$ cat config.mk
export PLATFORM = sky130hd
export DESIGN_NAME = beacon_address_registry_unit
export DESIGN_NICKNAME = d
export VERILOG_FILES = /design/src/sv/bar_pkg.sv /design/src/sv/beacon_address_registry_unit.sv /design/src/sv/bar_entry_ram.sv /design/src/sv/bar_ctrl.sv
export SDC_FILE = /design/constraint.sdc
export NUM_CORES = 2
export LEC_CHECK = 0
export BUFFER_PORTS_ARGS = -buffer_cell sky130_fd_sc_hd__buf_2
export CAP_MARGIN = 20
export CORE_UTILIZATION = 44
export CTS_CLUSTER_SIZE = 16
export DETAILED_ROUTE_END_ITERATION = 10
export GPL_ROUTABILITY_DRIVEN = 0
export PLACE_DENSITY = 0.62
export RECOVER_POWER = 50
export SLEW_MARGIN = 10
export SYNTH_ARGS = -nofsm -noshare
export SYNTH_HDL_FRONTEND = slang
export SYNTH_SLANG_ARGS = --single-unit
$ cat constraint.sdc
create_clock -name clk -period 12.1 [get_ports clk]
set_input_delay 1.21 -clock clk [delete_from_list [all_inputs] [get_ports clk]]
set_output_delay 1.21 -clock clk [all_outputs]
set_load 0.01 [all_outputs]
$ cat src/sv/bar_pkg.sv
package bar_pkg;

	localparam int ENTRY_COUNT = 16;

	typedef enum logic [1:0] {
		OP_SIGHT = 2'd0,
		OP_FIND  = 2'd1,
		OP_CLEAR = 2'd2,
		OP_READ  = 2'd3
	} op_t;

	typedef enum logic [1:0] {
		ST_IDLE,
		ST_SCAN,
		ST_COMMIT
	} state_t;

	typedef struct packed {
		logic [47:0]        address;
		logic [15:0]        environment;
		logic [15:0]        device;
		logic signed [7:0]  strength;
		logic [31:0]        first_seen;
		logic [31:0]        last_seen;
		logic [31:0]        sightings;
	} entry_t;

	typedef struct packed {
		op_t                operation;
		logic [47:0]        beacon_address;
		logic [15:0]        environment_tag;
		logic [15:0]        device_tag;
		logic signed [7:0]  signal_strength;
		logic [31:0]        now_ms;
		logic [3:0]         slot_index;
	} req_t;

	typedef struct packed {
		logic        hit;
		logic [3:0]  slot;
		logic        inserted;
		logic [4:0]  new_count;
		logic        entry_new;
		entry_t      entry;
	} result_t;

endpackage

$ cat src/sv/beacon_address_registry_unit.sv
// Channel   Direction  Handshake             Payload
// in        input      in_valid / in_ready   operation, beacon_address, environment_tag,
//                                            device_tag, signal_strength, now_ms, slot_index
// out       output     out_valid / out_ready hit, slot, inserted, new_count, entry_*
//
// Sighting and find read and compare one entry a cycle from the entry memory, stopping
// at the first used match; clear and read go straight to the commit step.
// One transaction is in flight at a time, so reads never overlap the write-back.
// Reset clears the used and new flags and the new count at once; no clearing pass.
// A finished result waits in the output register while the next transaction is
// accepted; that transaction holds in its commit step until the register is taken.
module beacon_address_registry_unit #(
	parameter int ENTRIES = bar_pkg::ENTRY_COUNT
) (
	input  logic               clk,
	input  logic               arst_n,
	input  logic               in_valid,
	output logic               in_ready,
	input  logic [1:0]         operation,
	input  logic [47:0]        beacon_address,
	input  logic [15:0]        environment_tag,
	input  logic [15:0]        device_tag,
	input  logic signed [7:0]  signal_strength,
	input  logic [31:0]        now_ms,
	input  logic [3:0]         slot_index,
	output logic               out_valid,
	input  logic               out_ready,
	output logic               hit,
	output logic [3:0]         slot,
	output logic               inserted,
	output logic [4:0]         new_count,
	output logic               entry_new,
	output logic [47:0]        entry_address,
	output logic [15:0]        entry_environment,
	output logic [15:0]        entry_device,
	output logic signed [7:0]  entry_strength,
	output logic [31:0]        entry_first_seen,
	output logic [31:0]        entry_last_seen,
	output logic [31:0]        entry_sightings
);
	import bar_pkg::*;

	localparam int IW = (ENTRIES > 1) ? $clog2(ENTRIES) : 1;

	req_t          req;
	result_t       res;
	result_t       out_q;
	logic          out_valid_q;
	logic          res_valid;
	logic          res_ready;
	logic          rd_en;
	logic [IW-1:0] rd_addr;
	entry_t        rd_data;
	logic          wr_en;
	logic [IW-1:0] wr_addr;
	entry_t        wr_data;

	assign req = '{
		operation:       op_t'(operation),
		beacon_address:  beacon_address,
		environment_tag: environment_tag,
		device_tag:      device_tag,
		signal_strength: signal_strength,
		now_ms:          now_ms,
		slot_index:      slot_index
	};

	assign res_ready = !out_valid_q || out_ready;

	bar_ctrl #(.ENTRIES(ENTRIES)) u_ctrl (
		.clk       (clk),
		.arst_n    (arst_n),
		.in_valid  (in_valid),
		.in_ready  (in_ready),
		.req       (req),
		.res_valid (res_valid),
		.res_ready (res_ready),
		.res       (res),
		.rd_en     (rd_en),
		.rd_addr   (rd_addr),
		.rd_data   (rd_data),
		.wr_en     (wr_en),
		.wr_addr   (wr_addr),
		.wr_data   (wr_data)
	);

	bar_entry_ram #(.ENTRIES(ENTRIES)) u_ram (
		.clk     (clk),
		.rd_en   (rd_en),
		.rd_addr (rd_addr),
		.rd_data (rd_data),
		.wr_en   (wr_en),
		.wr_addr (wr_addr),
		.wr_data (wr_data)
	);

	always_ff @(posedge clk or negedge arst_n) begin
		if (!arst_n) begin
			out_valid_q <= 1'b0;
		end else if (res_valid && res_ready) begin
			out_valid_q <= 1'b1;
		end else if (out_ready) begin
			out_valid_q <= 1'b0;
		end
	end

	always_ff @(posedge clk) begin
		if (res_valid && res_ready) begin
			out_q <= res;
		end
	end

	assign out_valid         = out_valid_q;
	assign hit               = out_q.hit;
	assign slot              = out_q.slot;
	assign inserted          = out_q.inserted;
	assign new_count         = out_q.new_count;
	assign entry_new         = out_q.entry_new;
	assign entry_address     = out_q.entry.address;
	assign entry_environment = out_q.entry.environment;
	assign entry_device      = out_q.entry.device;
	assign entry_strength    = out_q.entry.strength;
	assign entry_first_seen  = out_q.entry.first_seen;
	assign entry_last_seen   = out_q.entry.last_seen;
	assign entry_sightings   = out_q.entry.sightings;

endmodule

$ cat src/sv/bar_entry_ram.sv
module bar_entry_ram #(
	parameter int ENTRIES = bar_pkg::ENTRY_COUNT,
	localparam int IW = (ENTRIES > 1) ? $clog2(ENTRIES) : 1
) (
	input  logic            clk,
	input  logic            rd_en,
	input  logic [IW-1:0]   rd_addr,
	output bar_pkg::entry_t rd_data,
	input  logic            wr_en,
	input  logic [IW-1:0]   wr_addr,
	input  bar_pkg::entry_t wr_data
);
	import bar_pkg::*;

	entry_t mem [ENTRIES];

	always_ff @(posedge clk) begin
		if (wr_en) begin
			mem[wr_addr] <= wr_data;
		end
	end

	// Hold the read data until the next read.
	always_ff @(posedge clk) begin
		if (rd_en) begin
			rd_data <= mem[rd_addr];
		end
	end

endmodule

$ cat src/sv/bar_ctrl.sv
module bar_ctrl #(
	parameter int ENTRIES = bar_pkg::ENTRY_COUNT,
	localparam int IW = (ENTRIES > 1) ? $clog2(ENTRIES) : 1
) (
	input  logic               clk,
	input  logic               arst_n,
	input  logic               in_valid,
	output logic               in_ready,
	input  bar_pkg::req_t      req,
	output logic               res_valid,
	input  logic               res_ready,
	output bar_pkg::result_t   res,
	output logic               rd_en,
	output logic [IW-1:0]      rd_addr,
	input  bar_pkg::entry_t    rd_data,
	output logic               wr_en,
	output logic [IW-1:0]      wr_addr,
	output bar_pkg::entry_t    wr_data
);
	import bar_pkg::*;

	state_t             state_q, state_d;
	req_t               req_q;
	logic               in_range_q;
	logic [IW:0]        scan_q;
	logic [IW-1:0]      rd_idx_s1;
	logic               rd_vld_s1;
	logic               found_q;
	logic [IW-1:0]      found_idx_q;
	logic               free_found_q;
	logic [IW-1:0]      free_idx_q;
	logic [ENTRIES-1:0] used_q, used_d;
	logic [ENTRIES-1:0] new_q, new_d;
	logic [4:0]         new_total_q, new_total_d;

	logic               accept;
	logic               scan_op;
	logic               in_range_now;
	logic               match_now;
	logic               scan_end;
	logic               scan_more;
	logic               free_now;
	logic               commit;
	logic [IW-1:0]      idx_w;

	assign accept       = in_valid && in_ready;
	assign scan_op      = (req.operation == OP_SIGHT) || (req.operation == OP_FIND);
	assign in_range_now = int'(req.slot_index) < ENTRIES;
	assign match_now    = (state_q == ST_SCAN) && rd_vld_s1 && used_q[rd_idx_s1]
		&& (rd_data.address == req_q.beacon_address);
	assign scan_end     = (state_q == ST_SCAN) && rd_vld_s1
		&& (rd_idx_s1 == IW'(ENTRIES - 1));
	assign scan_more    = scan_q < (IW + 1)'(ENTRIES);
	assign free_now     = rd_vld_s1 && !used_q[rd_idx_s1] && !free_found_q;
	assign commit       = (state_q == ST_COMMIT) && res_ready;
	assign idx_w        = IW'(req_q.slot_index);

	always_comb begin
		state_d = state_q;
		unique case (state_q)
			ST_IDLE: begin
				if (accept) begin
					state_d = scan_op ? ST_SCAN : ST_COMMIT;
				end
			end
			ST_SCAN: begin
				if (match_now || scan_end) begin
					state_d = ST_COMMIT;
				end
			end
			ST_COMMIT: begin
				if (res_ready) begin
					state_d = ST_IDLE;
				end
			end
			default: state_d = ST_IDLE;
		endcase
	end

	always_comb begin
		in_ready    = 1'b0;
		res_valid   = 1'b0;
		res         = '0;
		rd_en       = 1'b0;
		rd_addr     = scan_q[IW-1:0];
		wr_en       = 1'b0;
		wr_addr     = found_idx_q;
		wr_data     = rd_data;
		used_d      = used_q;
		new_d       = new_q;
		new_total_d = new_total_q;
		unique case (state_q)
			ST_IDLE: begin
				in_ready = 1'b1;
				if (accept && !scan_op && in_range_now) begin
					rd_en   = 1'b1;
					rd_addr = IW'(req.slot_index);
				end
			end
			ST_SCAN: begin
				// Stop reading on a match so the matched entry stays on the read port.
				rd_en = scan_more && !match_now;
			end
			ST_COMMIT: begin
				res_valid = 1'b1;
				case (req_q.operation)
					OP_SIGHT: begin
						if (found_q) begin
							res.hit                = 1'b1;
							res.slot               = 4'(found_idx_q);
							wr_en                  = res_ready;
							wr_addr                = found_idx_q;
							wr_data.last_seen      = req_q.now_ms;
							wr_data.strength       = req_q.signal_strength;
							wr_data.sightings      = rd_data.sightings + 32'd1;
						end else if (free_found_q) begin
							res.slot     = 4'(free_idx_q);
							res.inserted = 1'b1;
							wr_en        = res_ready;
							wr_addr      = free_idx_q;
							wr_data      = '{
								address:     req_q.beacon_address,
								environment: req_q.environment_tag,
								device:      req_q.device_tag,
								strength:    req_q.signal_strength,
								first_seen:  req_q.now_ms,
								last_seen:   req_q.now_ms,
								sightings:   32'd1
							};
							used_d[free_idx_q] = 1'b1;
							new_d[free_idx_q]  = 1'b1;
							new_total_d        = new_total_q + 5'd1;
						end
					end
					OP_FIND: begin
						if (found_q) begin
							res.hit  = 1'b1;
							res.slot = 4'(found_idx_q);
						end
					end
					OP_CLEAR: begin
						if (in_range_q) begin
							res.slot = req_q.slot_index;
							if (used_q[idx_w]) begin
								res.hit = 1'b1;
								if (new_q[idx_w]) begin
									new_d[idx_w] = 1'b0;
									new_total_d  = new_total_q - 5'd1;
								end
							end
						end
					end
					OP_READ: begin
						if (in_range_q) begin
							res.hit       = used_q[idx_w];
							res.slot      = req_q.slot_index;
							res.entry_new = new_q[idx_w];
							// An unused slot was never written: report it as cleared.
							if (used_q[idx_w]) begin
								res.entry = rd_data;
							end
						end
					end
					default: ;
				endcase
				res.new_count = new_total_d;
			end
			default: ;
		endcase
	end

	always_ff @(posedge clk or negedge arst_n) begin
		if (!arst_n) begin
			state_q      <= ST_IDLE;
			scan_q       <= '0;
			rd_vld_s1    <= 1'b0;
			found_q      <= 1'b0;
			free_found_q <= 1'b0;
			used_q       <= '0;
			new_q        <= '0;
			new_total_q  <= '0;
		end else begin
			state_q <= state_d;
			if (accept) begin
				scan_q       <= '0;
				rd_vld_s1    <= 1'b0;
				found_q      <= 1'b0;
				free_found_q <= 1'b0;
			end else if (state_q == ST_SCAN) begin
				if (rd_en) begin
					scan_q <= scan_q + (IW + 1)'(1);
				end
				rd_vld_s1 <= rd_en;
				if (match_now) begin
					found_q <= 1'b1;
				end
				if (free_now) begin
					free_found_q <= 1'b1;
				end
			end
			if (commit) begin
				used_q      <= used_d;
				new_q       <= new_d;
				new_total_q <= new_total_d;
			end
		end
	end

	always_ff @(posedge clk) begin
		if (accept) begin
			req_q      <= req;
			in_range_q <= in_range_now;
		end
		if (state_q == ST_SCAN) begin
			rd_idx_s1 <= scan_q[IW-1:0];
			if (match_now) begin
				found_idx_q <= rd_idx_s1;
			end
			if (free_now) begin
				free_idx_q <= rd_idx_s1;
			end
		end
	end

endmodule

After elaboration in Yosys (flattened, before gate mapping)
Memory sizes are Yosys's and may differ from the RTL's. A register that Yosys moved wholly into a read port is not among the register bits.
Index checks and enable logic that the tools add are counted.
Widths: inputs -> output; s select.
{ "totals": {"ff_bits": 382, "latch_bits": 0, "mem_bits_rw": 2944, "romBits": 0, "output_inout_bits": 198, "mem_count": 1} }
{ "mem_list": {"columns": ["memory", "depth", "word_bits", "rd", "rd_ports_with_merged_regs", "wr", "line", "source"], "rows": [
  ["u_ram.mem", 16, 184, 1, 1, 1, "bar_entry_ram.sv:15", "entry_t mem [ENTRIES];"]
]} }
{ "classes": {"n_addsub": 4, "multipliers": 0, "n_div": 0, "order_cmp": 6, "eq_ne": 15, "n_shift": 0, "n_mux": 67, "bitwise": 7, "reduce_logical": 42} }
{ "op_table": {"columns": ["op", "count"], "rows": [
  ["$mux 184", 3],
  ["$mux 80", 1],
  ["$mux 16", 4],
  ["$mux 64", 1],
  ["$eq 48x48->1", 1],
  ["$mux 5", 9],
  ["$add 32x1->32 const B", 1],
  ["$mux 32", 1],
  ["$or 16x16->16", 2],
  ["$pmux 16 s2", 1],
  ["$mux 4", 7],
  ["$mux 1", 26],
  ["$pmux 5 s4", 1],
  ["$and 16x16->16", 1],
  ["$not 16->16", 1],
  ["$lt 4x5->1 const B", 3],
  ["$reduce_and 2->1", 7],
  ["$logic_and 1x1->1", 13],
  ["$bmux 1 s4", 3],
  ["$reduce_bool 2->1", 6],
  ["$add 5x1->5 const B", 2],
  ["$ne 2x1->1 const B", 5],
  ["$pmux 5 s2", 1],
  ["$demux 1 s4", 2],
  ["19 further kinds", 39]
]} }

Depth between registers and ports, before layout
{ "depth": {"ltp_word": 10, "ltp_mapped": 14, "ltp_nobuf": 9} }

Cells and area by module
From an unflattened synthesis, not the netlist that was laid out.
{ "hier_totals": {"hier_cells": 6370, "area_unflattened_um2": 133495.5} }
{ "modules_own_cells": {"columns": ["mod", "instances", "cells_each", "area_each_um2"], "rows": [
  ["bar_entry_ram", 1, 4805, 115936.2],
  ["bar_ctrl", 1, 1365, 11619.9],
  ["beacon_address_registry_unit", 1, 200, 5939.4]
]} }

Worst setup path after synthesis
OpenSTA, ideal clock, no wires.
{ "synth_path": {"path_type": "register -> register", "startpoint": "reg u_ctrl.state_q[0]", "endpoint": "mem u_ram.mem[3][0] in the netlist's numbering (enable)", "setup_ns": 0.732, "arrival_time_ns": 9.545, "required_ns": 11.368, "path_slack_ns": 1.824, "path_stages_with_launch": 7, "period_less_slack_ns": 10.276, "path_cell_list": "dfrtp_1 nand2b_1 nor3_1 nand2_1 mux2i_1 or3_1 nor2_1"} }
{ "synth_via": {"elab_chain_len": 4, "word_cells_on_any_way": 5} }
{ "synth_lines": {"columns": ["item", "line", "source"], "rows": [
  ["start, declared", "bar_ctrl.sv:22", "state_t state_q, state_d;"],
  ["start signal, assigned", "bar_ctrl.sv:183", "state_q <= state_d;"],
  ["$eq 2x2->1 *", "bar_ctrl.sv:92", "unique case (state_q)"],
  ["$mux 1", "bar_ctrl.sv:92", null],
  ["$mux 1", "bar_entry_ram.sv:18", "if (wr_en) begin"],
  ["$mux 1 (implied by the code)", "bar_entry_ram.sv:19", "mem[wr_addr] <= wr_data;"],
  ["end, declared", "bar_entry_ram.sv:15", null]
]} }
Mark *: on every way between the ends. The rest lies on a longest branch, timed or not.

Worst setup path in the final report
{ "layout_path": {"startpoint": "reg u_ctrl.state_q[0]", "endpoint": "reg u_ram.rd_data[174] (netlist name)"} }
{ "layout_via": {"word_cells_on_any_way": 14} }
{ "layout_rtl": {"columns": ["item", "line", "source"], "rows": [
  ["$logic_not 2->1", "bar_ctrl.sv:92", null],
  ["$mux 1", "bar_ctrl.sv:92", null],
  ["$logic_and 1x1->1", "bar_ctrl.sv:46", "assign accept = in_valid && in_ready;"],
  ["named net u_ctrl.accept", "bar_ctrl.sv:36", "logic accept;"],
  ["$logic_and 1x1->1", "bar_ctrl.sv:95", "if (accept && !scan_op && in_range_now) begin"],
  ["$mux 1", "bar_ctrl.sv:95", null],
  ["$pmux 1 s2", "bar_ctrl.sv:92", null],
  ["named net rd_en", "beacon_address_registry_unit.sv:51", "logic rd_en;"]
]} }
The timed path passes the listed nets, and every way through them passes these cells.
A chain may end at the register's enable or synchronous reset.

==> impl_metrics.ini <==
[outcome]
outcome = finished, violations left
violations = max-capacitance violations, max-slew violations

[sta]
slew_headroom_pct = -200
slew_viol_final = 438
setup_viol = 0
hold_violations = 0
tightest_slew_ps = 4470
worst_slack_ps = 3340
min_period_ps = 8760
fmax_ghz = 0.114
finalSetupTns_ps = 0
skew_ps = 75.0
whs_ps = 390
finalCritPeriodShare_pct = 72.4
rsz0062_at_grt = false

[die]
io-pin-count = 328
start_util_pct = 44.3
die_width_um = 554
core_area_um2 = 303000
die-area_um2 = 307000
chipHeight_um = 554
rows = 202

[synth]
synth.avg_cell_area_um2 = 16.6
yosysTopAreaCellShare_pct = 77.5
syn_inst = 8097
yosysSeqAreaShare_pct = 78.4
synth_edf_count = 3462
yosysWarnings = 0
synth_cell_types = 56
syn_nets = 8231
synth_top_area_cell = edfxtp_1
syn_area_um2 = 134000
ys_ff_latch = 3510
yosys-top-cells-area = edfxtp_1 (77%), mux4_2 (6.5%), nand2_1 (5.1%), nand3_1 (2.8%), a22oi_1 (1.0%)
async_flop_share_pct = 1.37
ys_top_cells_by_count = edfxtp_1 (3462), nand2_1 (1811), nand3_1 (745), mux4_2 (387), clkbuf_1 (228)
synth_flop_cell = edfxtp_1
synth_most_common_cell = edfxtp_1

[critical_path]
crit_path_end_kind = register
path_max_fanout = 84
crit_path_cell_trace = nor2_1 > nand2_1 > inv_8 > and2_0 > or2_0 > clkbuf_1 > buf_4 > buf_4
crit_top_cell = buf_4
startpoint_type = register
path_class = register to register
required_ps = 12620
worst_path_max_delay_cell = clkbuf_1
slowest_delay_ps = 1970
worstPathArrival_ps = 9280

[route]
wl_mm = 365
vias = 75100
ant_nets = 0
wl_per_cell_um = 28.6
drt_iter0_drc = 10200
drc = 0
viasPerCell = 5.88
drtPass1Iterations = 6

[clock_tree]
path_clk_slew_ps = 60
cts_resized = 0
clockBufferDepth = 4
cts_setup_buffers = 0
clkSinkCount = 3510
h-tree-depth = 5
cts_tree = built
clock_latency_ps = 940
cts-root-buf = clkbuf_16
numCtsBuffers = 360
ctsHoldBuffers = 0

[final_layout]
stdcell_area_um2 = 152000
register_area_um2 = 105000
final_nets = 8632
final_cells = 12800
final_layout_size_suffix_gt1_share_pct = 13.2
utilization_pct = 50.1
multiInputGateArea_um2 = 27200
nFillCells = 24700
area_growth_pct = 13.2

[run]
maxCapViolCount = 11

[power_and_ir_drop]
finalPower_mw = 34.4
p_leak_nw = 48.9
max-vdd-ir-drop_mv = 0.144
power_density_nw_per_um2 = 226

[placed_design]
hpwl_mm = 183
port-buffer-count = 327
placed_cells = 12100
postPlaceCellArea_um2 = 141000
post-place-ws_ps = 5470

[global_routing]
antenna_found_initial = 25
grt_pass1_wl_mm = 520
grt_usage_pct = 23.3
grt_max_degree = 185
gr-total-overflow = 0
grt_pass1_vias = 73300

[min_path]
hold_path.class = primary input to asynchronous set/reset pin
kinds of logic (layout without fill, tap and decap cells):
family	after synthesis	in the layout	share of synthesized area, %
and+or+nand+nor	3103	3103	10.3
other	0	6	0
buffers and inverters	455	1142	1.53
xor gates and xnor gates	55	55	0.359
muxes	454	454	7.05
adders and majority gates	4	4	0.0373
DFF	3510	3510	78.4
AOI/OAI and AO/OA	516	516	2.39
sequential cells by signal, indices dropped and copies added, names as in the netlist, 2 cells and up:
signal / flops
entry_address: 48
entry_device: 16
entry_environment: 16
entry_first_seen: 32
entry_last_seen: 32
entry_sightings: 32
entry_strength: 8
new_count: 5
slot: 4
u_ctrl.found_idx_q: 4
u_ctrl.free_idx_q: 4
u_ctrl.idx_w: 4
u_ctrl.new_q: 16
u_ctrl.new_total_q: 5
u_ctrl.rd_idx_s1: 4
u_ctrl.req_q: 122
u_ctrl.scan_q: 5
u_ctrl.state_q: 2
u_ctrl.used_q: 16
u_ram.mem: 2944
u_ram.rd_data: 184
critical path, delay by kind of cell, from the launching register on:
kind                   cells  cell delay (ps)
buffers and inverters      4             4360
AND/OR/NAND/NOR            4             3370
flip-flops                 1              460
layout make-up:
| class | count | area share [%] |
|---|---|---|
| well taps | 3978 | 3.28 |
| diodes | 6 | 0.00988 |
| clock buffers | 429 | 6.11 |
| inverters | 10 | 0.0338 |
| repair buffers | 484 | 1.84 |
| clock inverters | 219 | 1.60 |
| multi-input cells | 4132 | 17.9 |
| flip-flops and latches | 3510 | 69.2 |
report_power, final:
group          switching, mW  internal (mW)  total (mW)
Clock                   4.69           6.39        11.1
Sequential             0.788           15.9        16.7
Combinational           4.76           1.83        6.59
Total                   10.2           24.1        34.4
routing by layer:
| layer | up-vias | GRT usage [%] | share of wire, % |
|---|---|---|---|
| met5 | - | 0 | 0.0036 |
| met4 | 2 | 5.81 | 2.3 |
| met3 | 486 | 4.03 | 9.8 |
| met2 | 3958 | 36.9 | 47 |
| met1 | 38900 | 33.5 | 41 |
| li1 | 31800 | - | - |
worst paths after layout:
kind	start	endpoint	slack, ps	cells after the start
max	u_ctrl.state_q[0]	u_ram.rd_data[174]	3340	8
min	arst_n	out_valid	390	1
max reg2reg	u_ctrl.state_q[0]	u_ram.rd_data[174]	3340	8
min reg2reg	u_ctrl.used_q[13]	u_ctrl.used_q[13]	500	1
max in group asynchronous	arst_n	u_ctrl.used_q[9]	9300	2
min in group clk	now_ms[23]	u_ctrl.req_q[27]	440	1
cell usage in the layout, fill, tap and decap left out, types with 55 or more instances in the layout:
master / instances
buf_4: 91
o21ai_0: 92
edfxtp_1: 3462
clkbuf_16: 361
buf_2: 103
nand3_1: 745
and2_0: 128
clkinv_2: 55
and2_1: 62
o21ai_1: 163
nand4_1: 200
mux4_2: 387
nand2_1: 1811
clkbuf_1: 326
clkinv_1: 74
a22oi_1: 185
(Power assumes the default switching activity.)
